### src/hdl/assert_macros.svh
// assertion macros for the top level rtl file of the energy counter
// no dependencies, uses clk and arst_n of the including module
`ifndef ASSERT_MACROS_SVH
`define ASSERT_MACROS_SVH

// same-cycle implication, checked out of reset
`define ASSERT_IMPL(label, ante, cons) \
	label: assert property (@(posedge clk) disable iff (!arst_n) (ante) |-> (cons)) \
		else $error("assertion failed");

// next-cycle implication, checked out of reset
`define ASSERT_NEXT(label, ante, cons) \
	label: assert property (@(posedge clk) disable iff (!arst_n) (ante) |=> (cons)) \
		else $error("assertion failed");

`endif

### src/hdl/gtec_pkg.sv
// package of the gated trapezoid energy counter: widths, codes, states, helpers
// no dependencies
`timescale 1ns / 1ps

package gtec_pkg;

	localparam int VOLT_W   = 16;
	localparam int CUR_W    = 18;
	localparam int TIME_W   = 32;
	localparam int CFG_W    = 20;
	localparam int ACC_W    = 63;
	localparam int NET_W    = 64;
	localparam int CYC_W    = 32;
	localparam int PKC_W    = 17;
	localparam int PKD_W    = 18;
	localparam int MCAND_W  = 39;
	localparam int MPLIER_W = 20;
	localparam int PROD_W   = MCAND_W + MPLIER_W;
	localparam int DQ_W     = 39;
	localparam int DE_W     = 56;
	localparam int DIV_W    = 43;
	localparam int CNT_W    = 5;

	localparam logic [ACC_W-1:0]   ACC_MAX              = {ACC_W{1'b1}};
	localparam logic [CFG_W-1:0]   DEFAULT_CAPACITY_MAH = 20'd100000;
	localparam logic [MCAND_W-1:0] MS_PER_HOUR_X2       = 39'd7200000;
	localparam logic [CFG_W-1:0]   MAX_GAP_RESET        = 20'd5000;

	typedef enum logic {
		CFG_CAPACITY = 1'b0,
		CFG_MAX_GAP  = 1'b1
	} cfg_idx_t;

	typedef enum logic [2:0] {
		ST_IDLE,
		ST_MUL_Q,
		ST_MUL_E,
		ST_WAIT_D,
		ST_DIV,
		ST_DONE
	} state_t;

	function automatic logic [ACC_W-1:0] sat_add(input logic [ACC_W-1:0] acc,
			input logic [DE_W-1:0] inc);
		logic [ACC_W:0] sum;
		sum = {1'b0, acc} + {{(ACC_W + 1 - DE_W){1'b0}}, inc};
		return (sum >= {1'b0, ACC_MAX}) ? ACC_MAX : sum[ACC_W-1:0];
	endfunction

endpackage

### src/hdl/gtec_if.sv
// stream interfaces for sample words and result words
// depends on gtec_pkg
`timescale 1ns / 1ps

interface gtec_in_if;
	logic                              valid;
	logic                              ready;
	logic                              cmd;
	logic [gtec_pkg::VOLT_W-1:0]       voltage_mv;
	logic signed [gtec_pkg::CUR_W-1:0] current_ma;
	logic                              voltage_valid;
	logic                              current_valid;
	logic [gtec_pkg::TIME_W-1:0]       time_ms;

	modport source (output valid, cmd, voltage_mv, current_ma, voltage_valid,
		current_valid, time_ms, input ready);
	modport sink (input valid, cmd, voltage_mv, current_ma, voltage_valid,
		current_valid, time_ms, output ready);
endinterface

interface gtec_out_if;
	logic                              valid;
	logic                              ready;
	logic                              integrated;
	logic [gtec_pkg::ACC_W-1:0]        charge_sum;
	logic [gtec_pkg::ACC_W-1:0]        discharge_sum;
	logic [gtec_pkg::ACC_W-1:0]        charge_energy;
	logic [gtec_pkg::ACC_W-1:0]        discharge_energy;
	logic signed [gtec_pkg::NET_W-1:0] net_charge;
	logic signed [gtec_pkg::NET_W-1:0] net_energy;
	logic [gtec_pkg::CYC_W-1:0]        full_cycles_q16;
	logic [gtec_pkg::PKC_W-1:0]        peak_charge_ma;
	logic [gtec_pkg::PKD_W-1:0]        peak_discharge_ma;
	logic [gtec_pkg::TIME_W-1:0]       last_gap_ms;

	modport source (output valid, integrated, charge_sum, discharge_sum, charge_energy,
		discharge_energy, net_charge, net_energy, full_cycles_q16, peak_charge_ma,
		peak_discharge_ma, last_gap_ms, input ready);
	modport sink (input valid, integrated, charge_sum, discharge_sum, charge_energy,
		discharge_energy, net_charge, net_energy, full_cycles_q16, peak_charge_ma,
		peak_discharge_ma, last_gap_ms, output ready);
endinterface

### src/hdl/gtec_mul.sv
// bit-serial shift-add multiplier, one multiplier bit per cycle
// depends on gtec_pkg
`timescale 1ns / 1ps

module gtec_mul (
	input  logic                             clk,
	input  logic                             arst_n,
	input  logic                             start,
	input  logic [gtec_pkg::MCAND_W-1:0]     a,
	input  logic [gtec_pkg::MPLIER_W-1:0]    b,
	output logic [gtec_pkg::PROD_W-1:0]      p,
	output logic                             busy
);
	import gtec_pkg::*;

	logic [MCAND_W-1:0]  a_q;
	logic [MCAND_W-1:0]  hi_q;
	logic [MPLIER_W-1:0] lo_q;
	logic [CNT_W-1:0]    cnt_q;
	logic                busy_q;
	logic [MCAND_W:0]    sum;

	assign sum = {1'b0, hi_q} + (lo_q[0] ? {1'b0, a_q} : '0);

	always_ff @(posedge clk or negedge arst_n) begin
		if (!arst_n) begin
			busy_q <= 1'b0;
			cnt_q  <= '0;
		end else if (start) begin
			busy_q <= 1'b1;
			cnt_q  <= CNT_W'(MPLIER_W - 1);
		end else if (busy_q) begin
			if (cnt_q == '0) begin
				busy_q <= 1'b0;
			end else begin
				cnt_q <= cnt_q - 1'b1;
			end
		end
	end

	always_ff @(posedge clk) begin
		if (start) begin
			a_q  <= a;
			hi_q <= '0;
			lo_q <= b;
		end else if (busy_q) begin
			hi_q <= sum[MCAND_W:1];
			lo_q <= {sum[0], lo_q[MPLIER_W-1:1]};
		end
	end

	assign p    = {hi_q, lo_q};
	assign busy = busy_q;
endmodule

### src/hdl/gtec_div.sv
// restoring divider for the q16 cycle count, one quotient bit per cycle
// depends on gtec_pkg; saturates when the quotient needs more than 32 bits
`timescale 1ns / 1ps

module gtec_div (
	input  logic                          clk,
	input  logic                          arst_n,
	input  logic                          start,
	input  logic [gtec_pkg::ACC_W-1:0]    n,
	input  logic [gtec_pkg::DIV_W-1:0]    d,
	output logic [gtec_pkg::CYC_W-1:0]    q,
	output logic                          busy
);
	import gtec_pkg::*;

	logic [DIV_W-1:0] d_q;
	logic [DIV_W:0]   rem_q;
	logic [CYC_W-1:0] nsh_q;
	logic [CYC_W-1:0] quo_q;
	logic             sat_q;
	logic [CNT_W-1:0] cnt_q;
	logic             busy_q;
	logic [DIV_W:0]   trial;
	logic             fits;

	assign trial = {rem_q[DIV_W-1:0], nsh_q[CYC_W-1]};
	assign fits  = trial >= {1'b0, d_q};

	always_ff @(posedge clk or negedge arst_n) begin
		if (!arst_n) begin
			busy_q <= 1'b0;
			cnt_q  <= '0;
		end else if (start) begin
			busy_q <= 1'b1;
			cnt_q  <= CNT_W'(CYC_W - 1);
		end else if (busy_q) begin
			if (cnt_q == '0) begin
				busy_q <= 1'b0;
			end else begin
				cnt_q <= cnt_q - 1'b1;
			end
		end
	end

	always_ff @(posedge clk) begin
		if (start) begin
			d_q   <= d;
			// n >= d * 2^16 means the q16 result overflows 32 bits
			sat_q <= n >= {{(ACC_W - DIV_W - 16){1'b0}}, d, 16'b0};
			rem_q <= n[DIV_W+16:16];
			nsh_q <= {n[15:0], 16'b0};
			quo_q <= '0;
		end else if (busy_q) begin
			rem_q <= fits ? (trial - {1'b0, d_q}) : trial;
			nsh_q <= {nsh_q[CYC_W-2:0], 1'b0};
			quo_q <= {quo_q[CYC_W-2:0], fits};
		end
	end

	assign q    = sat_q ? '1 : quo_q;
	assign busy = busy_q;
endmodule

### src/hdl/gated_trapezoid_energy_counter_unit.sv
// top level of the gated trapezoid energy counter
// depends on gtec_pkg, gtec_if, gtec_mul, gtec_div and assert_macros.svh
`timescale 1ns / 1ps
//
// samples (sink) takes one word per item: a measurement or a clear command.
// results (source) gives exactly one result word per accepted word.
// cfg_we/cfg_index/cfg_data write capacity_mah (0) and max_gap_ms (1); write
// only while no word is in flight.
// one word is worked at a time. an integrated sample passes two 20-step serial
// multiplies (charge, then energy) and a 32-step serial divide for the q16 cycle
// count. other words pass only the capacity multiply and the divide.
// samples.ready is high only while the sequencer is idle; a finished result
// sits in the output register, so the next word is taken while it waits.
// if the receiver stalls with a result still held, the next result waits in
// its last step and no further word is taken.
// reset zeroes all counters, peaks, stored sample and gap, sets capacity to 0
// (built-in default) and max gap to 5000 ms; results.valid is low.
//
module gated_trapezoid_energy_counter_unit (
	input  logic                        clk,
	input  logic                        arst_n,
	gtec_in_if.sink                     samples,
	gtec_out_if.source                  results,
	input  logic                        cfg_we,
	input  logic                        cfg_index,
	input  logic [gtec_pkg::CFG_W-1:0]  cfg_data
);
	import gtec_pkg::*;

	`include "assert_macros.svh"

	state_t state_q, state_nx;

	logic [CFG_W-1:0]        cap_q, max_gap_q;
	logic [TIME_W-1:0]       prev_time_q;
	logic [VOLT_W-1:0]       prev_voltage_q;
	logic signed [CUR_W-1:0] prev_current_q;
	logic [ACC_W-1:0]        charge_q, discharge_q, charge_e_q, discharge_e_q;
	logic [PKC_W-1:0]        peak_c_q;
	logic [PKD_W-1:0]        peak_d_q;
	logic [TIME_W-1:0]       gap_q;
	logic                    integ_q;
	logic                    neg_q;
	logic [VOLT_W:0]         vsum_q;
	logic                    out_valid_q;

	logic                 accept, done_go;
	logic [CUR_W:0]       isum, mag;
	logic [VOLT_W:0]      vsum;
	logic [TIME_W-1:0]    gap;
	logic                 sample_ok, do_int;
	logic [CUR_W-1:0]     cur_neg;
	logic [CFG_W-1:0]     cap_eff;

	logic                 e_start, d_start, div_start;
	logic [MCAND_W-1:0]   e_a;
	logic [MPLIER_W-1:0]  e_b;
	logic [PROD_W-1:0]    e_p, d_p;
	logic                 e_busy, d_busy, div_busy;
	logic [CYC_W-1:0]     div_q;

	assign accept  = samples.valid && samples.ready;
	assign done_go = (state_q == ST_DONE) && (!out_valid_q || results.ready);

	assign isum = {samples.current_ma[CUR_W-1], samples.current_ma}
		+ {prev_current_q[CUR_W-1], prev_current_q};
	assign mag  = isum[CUR_W] ? (~isum + 1'b1) : isum;
	assign vsum = {1'b0, samples.voltage_mv} + {1'b0, prev_voltage_q};
	assign gap  = samples.time_ms - prev_time_q;
	assign sample_ok = !samples.cmd && samples.voltage_valid && samples.current_valid
		&& (prev_time_q != '0);
	assign do_int  = sample_ok && (gap != '0)
		&& (gap <= {{(TIME_W - CFG_W){1'b0}}, max_gap_q});
	assign cur_neg = ~samples.current_ma + 1'b1;
	assign cap_eff = (cap_q == '0) ? DEFAULT_CAPACITY_MAH : cap_q;

	// first pass: gap * |isum|, second pass: that product * vsum
	assign e_a = (state_q == ST_IDLE) ? {{(MCAND_W - CFG_W){1'b0}}, gap[CFG_W-1:0]}
		: e_p[DQ_W-1:0];
	assign e_b = (state_q == ST_IDLE) ? {{(MPLIER_W - CUR_W - 1){1'b0}}, mag}
		: {{(MPLIER_W - VOLT_W - 1){1'b0}}, vsum_q};

	gtec_mul u_mul_e (
		.clk    (clk),
		.arst_n (arst_n),
		.start  (e_start),
		.a      (e_a),
		.b      (e_b),
		.p      (e_p),
		.busy   (e_busy)
	);

	gtec_mul u_mul_d (
		.clk    (clk),
		.arst_n (arst_n),
		.start  (d_start),
		.a      (MS_PER_HOUR_X2),
		.b      (cap_eff),
		.p      (d_p),
		.busy   (d_busy)
	);

	gtec_div u_div (
		.clk    (clk),
		.arst_n (arst_n),
		.start  (div_start),
		.n      (discharge_q),
		.d      (d_p[DIV_W-1:0]),
		.q      (div_q),
		.busy   (div_busy)
	);

	always_comb begin
		state_nx = state_q;
		unique case (state_q)
			ST_IDLE:   if (accept) state_nx = do_int ? ST_MUL_Q : ST_WAIT_D;
			ST_MUL_Q:  if (!e_busy) state_nx = ST_MUL_E;
			ST_MUL_E:  if (!e_busy) state_nx = ST_WAIT_D;
			ST_WAIT_D: if (!d_busy) state_nx = ST_DIV;
			ST_DIV:    if (!div_busy) state_nx = ST_DONE;
			ST_DONE:   if (done_go) state_nx = ST_IDLE;
			default:   state_nx = ST_IDLE;
		endcase
	end

	always_comb begin
		samples.ready = (state_q == ST_IDLE);
		d_start       = (state_q == ST_IDLE) && accept;
		e_start       = ((state_q == ST_IDLE) && accept && do_int)
			|| ((state_q == ST_MUL_Q) && !e_busy);
		div_start     = (state_q == ST_WAIT_D) && !d_busy;
	end

	always_ff @(posedge clk or negedge arst_n) begin
		if (!arst_n) begin
			state_q     <= ST_IDLE;
			out_valid_q <= 1'b0;
		end else begin
			state_q <= state_nx;
			if (done_go) begin
				out_valid_q <= 1'b1;
			end else if (results.ready) begin
				out_valid_q <= 1'b0;
			end
		end
	end

	always_ff @(posedge clk or negedge arst_n) begin
		if (!arst_n) begin
			cap_q          <= '0;
			max_gap_q      <= MAX_GAP_RESET;
			prev_time_q    <= '0;
			prev_voltage_q <= '0;
			prev_current_q <= '0;
			charge_q       <= '0;
			discharge_q    <= '0;
			charge_e_q     <= '0;
			discharge_e_q  <= '0;
			peak_c_q       <= '0;
			peak_d_q       <= '0;
			gap_q          <= '0;
			integ_q        <= 1'b0;
		end else begin
			if (cfg_we) begin
				unique case (cfg_idx_t'(cfg_index))
					CFG_CAPACITY: cap_q     <= cfg_data;
					CFG_MAX_GAP:  max_gap_q <= cfg_data;
					default:      ;
				endcase
			end
			if (accept) begin
				integ_q <= do_int;
				if (samples.cmd) begin
					charge_q      <= '0;
					discharge_q   <= '0;
					charge_e_q    <= '0;
					discharge_e_q <= '0;
					peak_c_q      <= '0;
					peak_d_q      <= '0;
				end else begin
					prev_time_q    <= samples.time_ms;
					prev_voltage_q <= samples.voltage_mv;
					prev_current_q <= samples.current_ma;
					if (sample_ok) begin
						gap_q <= gap;
					end
					if (do_int) begin
						if (!samples.current_ma[CUR_W-1] && samples.current_ma != '0
								&& samples.current_ma[PKC_W-1:0] > peak_c_q) begin
							peak_c_q <= samples.current_ma[PKC_W-1:0];
						end
						if (samples.current_ma[CUR_W-1] && cur_neg > peak_d_q) begin
							peak_d_q <= cur_neg;
						end
					end
				end
			end
			if ((state_q == ST_MUL_Q) && !e_busy) begin
				if (neg_q) begin
					discharge_q <= sat_add(discharge_q,
						{{(DE_W - DQ_W){1'b0}}, e_p[DQ_W-1:0]});
				end else begin
					charge_q <= sat_add(charge_q, {{(DE_W - DQ_W){1'b0}}, e_p[DQ_W-1:0]});
				end
			end
			if ((state_q == ST_MUL_E) && !e_busy) begin
				if (neg_q) begin
					discharge_e_q <= sat_add(discharge_e_q, e_p[DE_W-1:0]);
				end else begin
					charge_e_q <= sat_add(charge_e_q, e_p[DE_W-1:0]);
				end
			end
		end
	end

	always_ff @(posedge clk) begin
		if (accept) begin
			neg_q  <= isum[CUR_W];
			vsum_q <= vsum;
		end
	end

	always_ff @(posedge clk) begin
		if (done_go) begin
			results.integrated        <= integ_q;
			results.charge_sum        <= charge_q;
			results.discharge_sum     <= discharge_q;
			results.charge_energy     <= charge_e_q;
			results.discharge_energy  <= discharge_e_q;
			results.net_charge        <= {1'b0, charge_q} - {1'b0, discharge_q};
			results.net_energy        <= {1'b0, charge_e_q} - {1'b0, discharge_e_q};
			results.full_cycles_q16   <= div_q;
			results.peak_charge_ma    <= peak_c_q;
			results.peak_discharge_ma <= peak_d_q;
			results.last_gap_ms       <= gap_q;
		end
	end

	assign results.valid = out_valid_q;

	`ASSERT_NEXT(a_one_word_at_a_time, accept, !samples.ready)
	`ASSERT_IMPL(a_div_after_capacity, div_start, !d_busy && !e_busy)
	`ASSERT_NEXT(a_stall_holds_result,
		(state_q == ST_DONE) && out_valid_q && !results.ready, state_q == ST_DONE)
endmodule
### src/flat_wrapper.sv
// flat-port wrapper written by rule: the top's interface ports become plain ports
module gated_trapezoid_energy_counter_unit_flat import gtec_pkg::*;
  (clk, arst_n, cfg_we, cfg_index, cfg_data, samples_valid, samples_cmd, samples_voltage_mv, samples_current_ma, samples_voltage_valid, samples_current_valid, samples_time_ms, samples_ready, results_valid, results_integrated, results_charge_sum, results_discharge_sum, results_charge_energy, results_discharge_energy, results_net_charge, results_net_energy, results_full_cycles_q16, results_peak_charge_ma, results_peak_discharge_ma, results_last_gap_ms, results_ready);
  gtec_in_if samples_i ();
  gtec_out_if results_i ();
  input  logic clk;
  input  logic arst_n;
  input  logic cfg_we;
  input  logic cfg_index;
  input  logic [gtec_pkg::CFG_W-1:0] cfg_data;
  input wire logic [$bits(samples_i.valid)-1:0] samples_valid;
  input wire logic [$bits(samples_i.cmd)-1:0] samples_cmd;
  input wire logic [$bits(samples_i.voltage_mv)-1:0] samples_voltage_mv;
  input wire logic [$bits(samples_i.current_ma)-1:0] samples_current_ma;
  input wire logic [$bits(samples_i.voltage_valid)-1:0] samples_voltage_valid;
  input wire logic [$bits(samples_i.current_valid)-1:0] samples_current_valid;
  input wire logic [$bits(samples_i.time_ms)-1:0] samples_time_ms;
  output wire logic [$bits(samples_i.ready)-1:0] samples_ready;
  output wire logic [$bits(results_i.valid)-1:0] results_valid;
  output wire logic [$bits(results_i.integrated)-1:0] results_integrated;
  output wire logic [$bits(results_i.charge_sum)-1:0] results_charge_sum;
  output wire logic [$bits(results_i.discharge_sum)-1:0] results_discharge_sum;
  output wire logic [$bits(results_i.charge_energy)-1:0] results_charge_energy;
  output wire logic [$bits(results_i.discharge_energy)-1:0] results_discharge_energy;
  output wire logic [$bits(results_i.net_charge)-1:0] results_net_charge;
  output wire logic [$bits(results_i.net_energy)-1:0] results_net_energy;
  output wire logic [$bits(results_i.full_cycles_q16)-1:0] results_full_cycles_q16;
  output wire logic [$bits(results_i.peak_charge_ma)-1:0] results_peak_charge_ma;
  output wire logic [$bits(results_i.peak_discharge_ma)-1:0] results_peak_discharge_ma;
  output wire logic [$bits(results_i.last_gap_ms)-1:0] results_last_gap_ms;
  input wire logic [$bits(results_i.ready)-1:0] results_ready;
  assign samples_i.valid = samples_valid;
  assign samples_i.cmd = samples_cmd;
  assign samples_i.voltage_mv = samples_voltage_mv;
  assign samples_i.current_ma = samples_current_ma;
  assign samples_i.voltage_valid = samples_voltage_valid;
  assign samples_i.current_valid = samples_current_valid;
  assign samples_i.time_ms = samples_time_ms;
  assign samples_ready = samples_i.ready;
  assign results_valid = results_i.valid;
  assign results_integrated = results_i.integrated;
  assign results_charge_sum = results_i.charge_sum;
  assign results_discharge_sum = results_i.discharge_sum;
  assign results_charge_energy = results_i.charge_energy;
  assign results_discharge_energy = results_i.discharge_energy;
  assign results_net_charge = results_i.net_charge;
  assign results_net_energy = results_i.net_energy;
  assign results_full_cycles_q16 = results_i.full_cycles_q16;
  assign results_peak_charge_ma = results_i.peak_charge_ma;
  assign results_peak_discharge_ma = results_i.peak_discharge_ma;
  assign results_last_gap_ms = results_i.last_gap_ms;
  assign results_i.ready = results_ready;
  gated_trapezoid_energy_counter_unit u_core (.clk(clk), .arst_n(arst_n), .samples(samples_i), .results(results_i), .cfg_we(cfg_we), .cfg_index(cfg_index), .cfg_data(cfg_data));
endmodule
### config.mk
export PLATFORM = sky130hd
export DESIGN_NAME = gated_trapezoid_energy_counter_unit_flat
export DESIGN_NICKNAME = d
export VERILOG_FILES = /design/src/hdl/gtec_pkg.sv /design/src/hdl/gtec_if.sv /design/src/hdl/gtec_mul.sv /design/src/hdl/gtec_div.sv /design/src/hdl/gated_trapezoid_energy_counter_unit.sv /design/src/flat_wrapper.sv
export VERILOG_INCLUDE_DIRS = /design/src /design/src/hdl
export SDC_FILE = /design/constraint.sdc
export NUM_CORES = 2
export LEC_CHECK = 0
export ABC_AREA = 1
export BUFFER_PORTS_ARGS = -buffer_cell sky130_fd_sc_hd__buf_4
export CORE_UTILIZATION = 40
export DETAILED_ROUTE_END_ITERATION = 10
export PLACE_DENSITY_LB_ADDON = 0.1
export SLEW_MARGIN = 20
export SYNTH_ARGS = -nofsm -noshare
export SYNTH_HDL_FRONTEND = slang
export SYNTH_SLANG_ARGS = --single-unit
### constraint.sdc
create_clock -name clk -period 28.1 [get_ports clk]
set_input_delay 8.43 -clock clk [delete_from_list [all_inputs] [get_ports clk]]
set_output_delay 8.43 -clock clk [all_outputs]
set_load 0.01 [all_outputs]
==> tab_implementation.tex <==
\begin{tabular}{lr}
\hline
Metric & Value \\
\hline
\multicolumn{2}{l}{\textbf{Timing}} \\
\quad Relative slew margins & 11.38\% \\
\quad Final clock period utilization by the worst path & 45.65\% \\
\quad Clk\_skew & 0.04654 ns \\
\quad Count of final hold-check violations & 0 \\
\quad Tmin final & 12.83 ns \\
\quad Number of setup violations in the final report & 0 \\
\quad Unrepaired setup endpoints after global routing & no \\
\quad Max Clk Rate & 77.96 MHz \\
\quad Total count of max-transition violations in the final report & 0 \\
\quad Summed negative setup slack over all endpoints & 0 ns \\
\quad Hold\_ws & between 0.4 and 0.5 ns \\
\quad Least setup slack across all paths after layout & 15.27 ns \\
\quad Pin slew with the least headroom to its limit & about 1.3 ns \\
\multicolumn{2}{l}{\textbf{Layout}} \\
\quad Post-layout net count & about 14000 \\
\quad Area growth, synth to finish & 14.32\% \\
\quad Fraction of layout cells with a size suffix above 1 & 7.709\% \\
\quad Fill count & 22470 \\
\quad End-of-flow core utilization & 46.12\% \\
\multicolumn{2}{l}{\textbf{CTS}} \\
\quad Largest buffer count on any clock path & 3 \\
\quad Maximum level of the CTS H-tree & 4 \\
\quad Post-CTS Setup Repair Bufs & 0 \\
\quad Hold buffers post-CTS & 0 \\
\quad Count of instances resized after the clock tree is built & 0 \\
\quad Clock Sink Count & 1238 \\
\quad Clock edge transition at the registers on the reported setup and hold paths & approximately 0.06 ns \\
\quad Cell at the root of the clock tree & sky130\_fd\_sc\_hd\_\_clkbuf\_16 \\
\quad CTS tree & yes \\
\quad Skew-Pair Late Insertion Delay & $\sim$0.83 ns \\
\quad Number of buffers inserted during clock tree synthesis & 144 \\
\multicolumn{2}{l}{\textbf{Logic synthesis}} \\
\quad Number of distinct library cell variants in the gate-level netlist after synthesis & 63 \\
\quad Proportion of synthesized flip-flops having asynchronous set or reset & around 36\% \\
\quad Post-Synthesis Cells & around 13000 \\
\quad Most used flip-flop cell after synthesis & sky130\_fd\_sc\_hd\_\_edfxtp\_1 \\
\quad Per-instance average area after synthesis & 7.068 sq um \\
\quad Number of synthesized flops with an enable pin & 680 \\
\quad Post-Synthesis Net Count & 13250 \\
\quad Post-Synthesis Cell Area & approximately 90000 sq um \\
\quad Warnings, synthesis & 0 \\
\quad Yosys top cell area share & 22.99\% \\
\quad Yosys reg bits & about 1200 \\
\quad Cell taking the most area after synthesis & sky130\_fd\_sc\_hd\_\_edfxtp\_1 \\
\quad Top cell types by occurrence after synthesis & sky130\_fd\_sc\_hd\_\_nand2\_1 (3733), sky130\_fd\_sc\_hd\_\_inv\_1 (2217), sky130\_fd\_sc\_hd\_\_nor2\_1 (1229) \\
\quad Cell with the most instances after synthesis & sky130\_fd\_sc\_hd\_\_nand2\_1 \\
\quad Cell types occupying the most area after synthesis & sky130\_fd\_sc\_hd\_\_edfxtp\_1 (23\%), sky130\_fd\_sc\_hd\_\_nand2\_1 (16\%), sky130\_fd\_sc\_hd\_\_dfrtp\_1 (12\%) \\
\quad Proportion of synthesized chip area in sequential cells & roughly two fifths \\
\multicolumn{2}{l}{\textbf{Global route}} \\
\quad Global routing usage summed across all routing layers & 33.39\% \\
\quad Wire length of the first global-routing pass & 548.5 mm \\
\quad Initial antenna violation count & 26 \\
\quad Grt total ovfl & 0 \\
\quad Largest net degree at the start of global routing & 132 \\
\quad Via count of the first global-routing pass & 80840 \\
\multicolumn{2}{l}{\textbf{Critical path}} \\
\quad Type of the worst setup path & in2reg \\
\quad Internal reg-to-reg setup slack & 22.46 ns \\
\quad Dominant delay contributor by cell family on the critical path & simple AND/OR/NAND/NOR gates \\
\quad Cell at the slowest stage of the critical path & sky130\_fd\_sc\_hd\_\_nand2\_1 \\
\quad Delay contributed by the slowest stage of the critical path & around 0.67 ns \\
\quad Cell seen most often among critical-path stages & sky130\_fd\_sc\_hd\_\_nand2\_1 \\
\quad Category of the worst setup path launch point & input port \\
\quad Crit. End Element & register \\
\quad Arrival time worst endpoint & 13.27 ns \\
\quad Required time of the critical path & 28.54 ns \\
\quad Max FO, Critical Path & 23 \\
\quad Sum of buffers and inverters on the critical path & 4 \\
\multicolumn{2}{l}{\textbf{Power}} \\
\quad Sequential group share of total power & 25.2\% \\
\quad Switching share of power & 54.62\% \\
\quad Gate power share & 61.8\% \\
\quad Power per cell area & 148.5 nW/um\^{}2 \\
\quad Static leakage & 51.47 nW \\
\quad Share of power burned in the clock network & 13.0\% \\
\quad Internal power summed over all cells & 6.840 mW \\
\quad Max IR drop VDD & 0.00007254 V \\
\quad Pwr Total & about 15 mW \\
\quad Net switching component of the power & 8.234 mW \\
\multicolumn{2}{l}{\textbf{Detailed routing}} \\
\quad Number of antenna-violating nets in the routed design & 0 \\
\quad Iteration count of the initial detailed-routing pass & 6 \\
\quad Via count & 86980 \\
\quad Vias per cell & 5.356 \\
\quad Number of remaining DRC errors & 0 \\
\quad Routed length per placed instance & about 24 um \\
\quad Wire length reported by the detailed router & 383.8 mm \\
\quad 1st-iter DRT viols & between 8000 and 9000 \\
\multicolumn{2}{l}{\textbf{Placed design}} \\
\quad Count of port buffers added during placement & 576 \\
\quad HPWL after detailed placement & 314.6 mm \\
\quad Final weighted congestion in routability-driven placement & 1.015 \\
\quad Pre-CTS setup slack & roughly 14 ns \\
\multicolumn{2}{l}{\textbf{Floorplanning}} \\
\quad Initial core utilization & 40.34\% \\
\quad DIE AREA & 223900 sq um \\
\quad Chip Height & roughly 470 um \\
\quad Cell row count & approximately 170 \\
\quad Die X-Extent & 473.2 um \\
\quad Number of ports placed on the die boundary & 577 \\
\quad Placeable Area & around 220000 sq um \\
\multicolumn{2}{l}{\textbf{Worst hold path}} \\
\quad Worst min path class & reg2reg \\
\multicolumn{2}{l}{\textbf{Job}} \\
\quad \# Max-Cap Violations & 0 \\
\multicolumn{2}{l}{\textbf{Status}} \\
\quad Run status & complete, no violations \\
\hline
\end{tabular}
[area by class of cell]
class / count / area (sq um) / area share [%]
clock inverter: 75 / 945.9 / 0.9316
tap: 2958 / 3701 / 3.645
antenna: 11 / 27.53 / 0.02711
timing repair buffer: 672 / 5092 / 5.016
clock buffer: 195 / 3969 / 3.909
inverter: 2251 / 8454 / 8.327
multi-input combinational: 8840 / 45500 / 44.82
sequential: 1238 / 33840 / 33.33
[registers in the layout, summed over array words and instances, names as in the netlist, 20 cells and up]
register,flops
u_core.charge_q,63
u_core.cap_q,20
u_core.results.net_charge,64
u_core.u_mul_d.lo_q,20
u_core.u_mul_e.lo_q,20
u_core.discharge_e_q,63
u_core.u_div.d_q,43
u_core.results.discharge_sum,63
u_core.u_mul_d.hi_q,39
u_core.results.charge_energy,63
u_core.discharge_q,63
u_core.results.full_cycles_q16,32
u_core.charge_e_q,63
u_core.u_div.rem_q,43
u_core.u_mul_e.hi_q,39
u_core.u_div.quo_q,32
u_core.results.charge_sum,63
u_core.max_gap_q,20
u_core.u_mul_e.a_q,39
u_core.gap_q,32
u_core.results.discharge_energy,63
u_core.results.net_energy,64
u_core.results.last_gap_ms,32
u_core.prev_time_q,32
[path summary, 6_finish.rpt]
kind	start	end	depth (start not counted)
max	samples_time_ms[0]	u_core.u_mul_e.lo_q[9]	29
min	u_core.u_mul_d.lo_q[15]	u_core.u_div.d_q[15]	0
max reg2reg	u_core.prev_time_q[0]	u_core.u_mul_e.lo_q[9]	27
min reg2reg	u_core.u_mul_d.lo_q[15]	u_core.u_div.d_q[15]	0
max in group asynchronous	arst_n	u_core.prev_voltage_q[12]	5
min in group asynchronous	arst_n	u_core.charge_q[54]	1
[power groups by stage]
stage	registers [mW]	logic [mW]	clock network, mW
floorplan	3.40	5.85	0
global placement	3.79	9.07	0
detailed placement	3.79	9.11	0
CTS	3.76	9.16	2.00
global route	3.82	10.2	2.06
finish	3.80	9.31	1.96
[metal layers]
metal / share of wire [%] / vias to the layer above / global-route usage, %
met5: 0.020 / - / 0
met4: 3.0 / 8 / 9.315
met1: 46 / 41530 / 48.72
met3: 8.2 / 437 / 5.823
met2: 42 / 3423 / 50.23
li1: - / 41580 / -
[cells by family after synthesis]
family / Yosys count / synth area share [%]
muxes: 22 / 0.2775
AOI/OAI and AO/OA: 1719 / 10.72
and+or+nand+nor: 6172 / 28.41
xor gates and xnor gates: 335 / 3.304
DFF: 1238 / 38.10
buffers and inverters: 2488 / 10.76
adders and majority gates: 592 / 8.433
[worst register-to-register path, stage by stage (launching register included)]
cell,delay (ns)
sky130_fd_sc_hd__dfrtp_1,0.55
sky130_fd_sc_hd__ha_1,0.21
sky130_fd_sc_hd__inv_1,0.06
sky130_fd_sc_hd__fa_1,0.41
sky130_fd_sc_hd__nand3_1,0.10
sky130_fd_sc_hd__nand2_1,0.10
sky130_fd_sc_hd__nand2_1,0.07
sky130_fd_sc_hd__nand2_1,0.07
sky130_fd_sc_hd__nand2_1,0.07
sky130_fd_sc_hd__nand2_1,0.15
sky130_fd_sc_hd__nand2_1,0.10
sky130_fd_sc_hd__nand2_1,0.11
sky130_fd_sc_hd__xnor2_1,0.42
sky130_fd_sc_hd__inv_1,0.09
sky130_fd_sc_hd__ha_1,0.30
sky130_fd_sc_hd__nand2_1,0.06
sky130_fd_sc_hd__o21ai_0,0.09
sky130_fd_sc_hd__nor2_1,0.12
sky130_fd_sc_hd__nand2_1,0.06
sky130_fd_sc_hd__nand2_1,0.05
sky130_fd_sc_hd__nand2_1,0.04
sky130_fd_sc_hd__nand2_1,0.09
sky130_fd_sc_hd__nand4_1,0.09
sky130_fd_sc_hd__nor2_1,0.14
sky130_fd_sc_hd__nand3_2,0.23
sky130_fd_sc_hd__nor2_4,0.57
sky130_fd_sc_hd__nor2_4,0.23
sky130_fd_sc_hd__nand2_1,0.67
[layout by cell type (no fill, tap or decap), drive strengths merged, types with 23 or more instances in the layout]
master | Yosys | routed
nand2 | 3739 | 3739
inv | 2245 | 2252
nor2 | 1236 | 1236
nand3 | 800 | 800
edfxtp | 680 | 680
buf | 67 | 672
a21oi | 661 | 661
o21ai | 654 | 654
ha | 581 | 581
dfrtp | 443 | 443
xor2 | 238 | 238
clkbuf | 170 | 195
nand4 | 142 | 142
nor3 | 132 | 132
dfxtp | 110 | 110
xnor2 | 97 | 97
a31oi | 86 | 86
o21bai | 61 | 61
o211ai | 58 | 58
nor4 | 51 | 51
clkinv | 6 | 51
o22ai | 41 | 41
a21o | 36 | 36
nand3b | 32 | 32
o21a | 31 | 31
a21boi | 26 | 26
or2 | 23 | 23
[per-stage QoR]
step | instance area, sq um | instances
4_1_cts | 101500 | 16230
3_3_place_gp | 96550 | 15960
3_5_place_dp | 96580 | 15960
2_1_floorplan | 88820 | 12570
6_report | 101500 | 16240
5_1_grt | 101500 | 16230
Note: power is estimated with default switching activity, not from simulation.
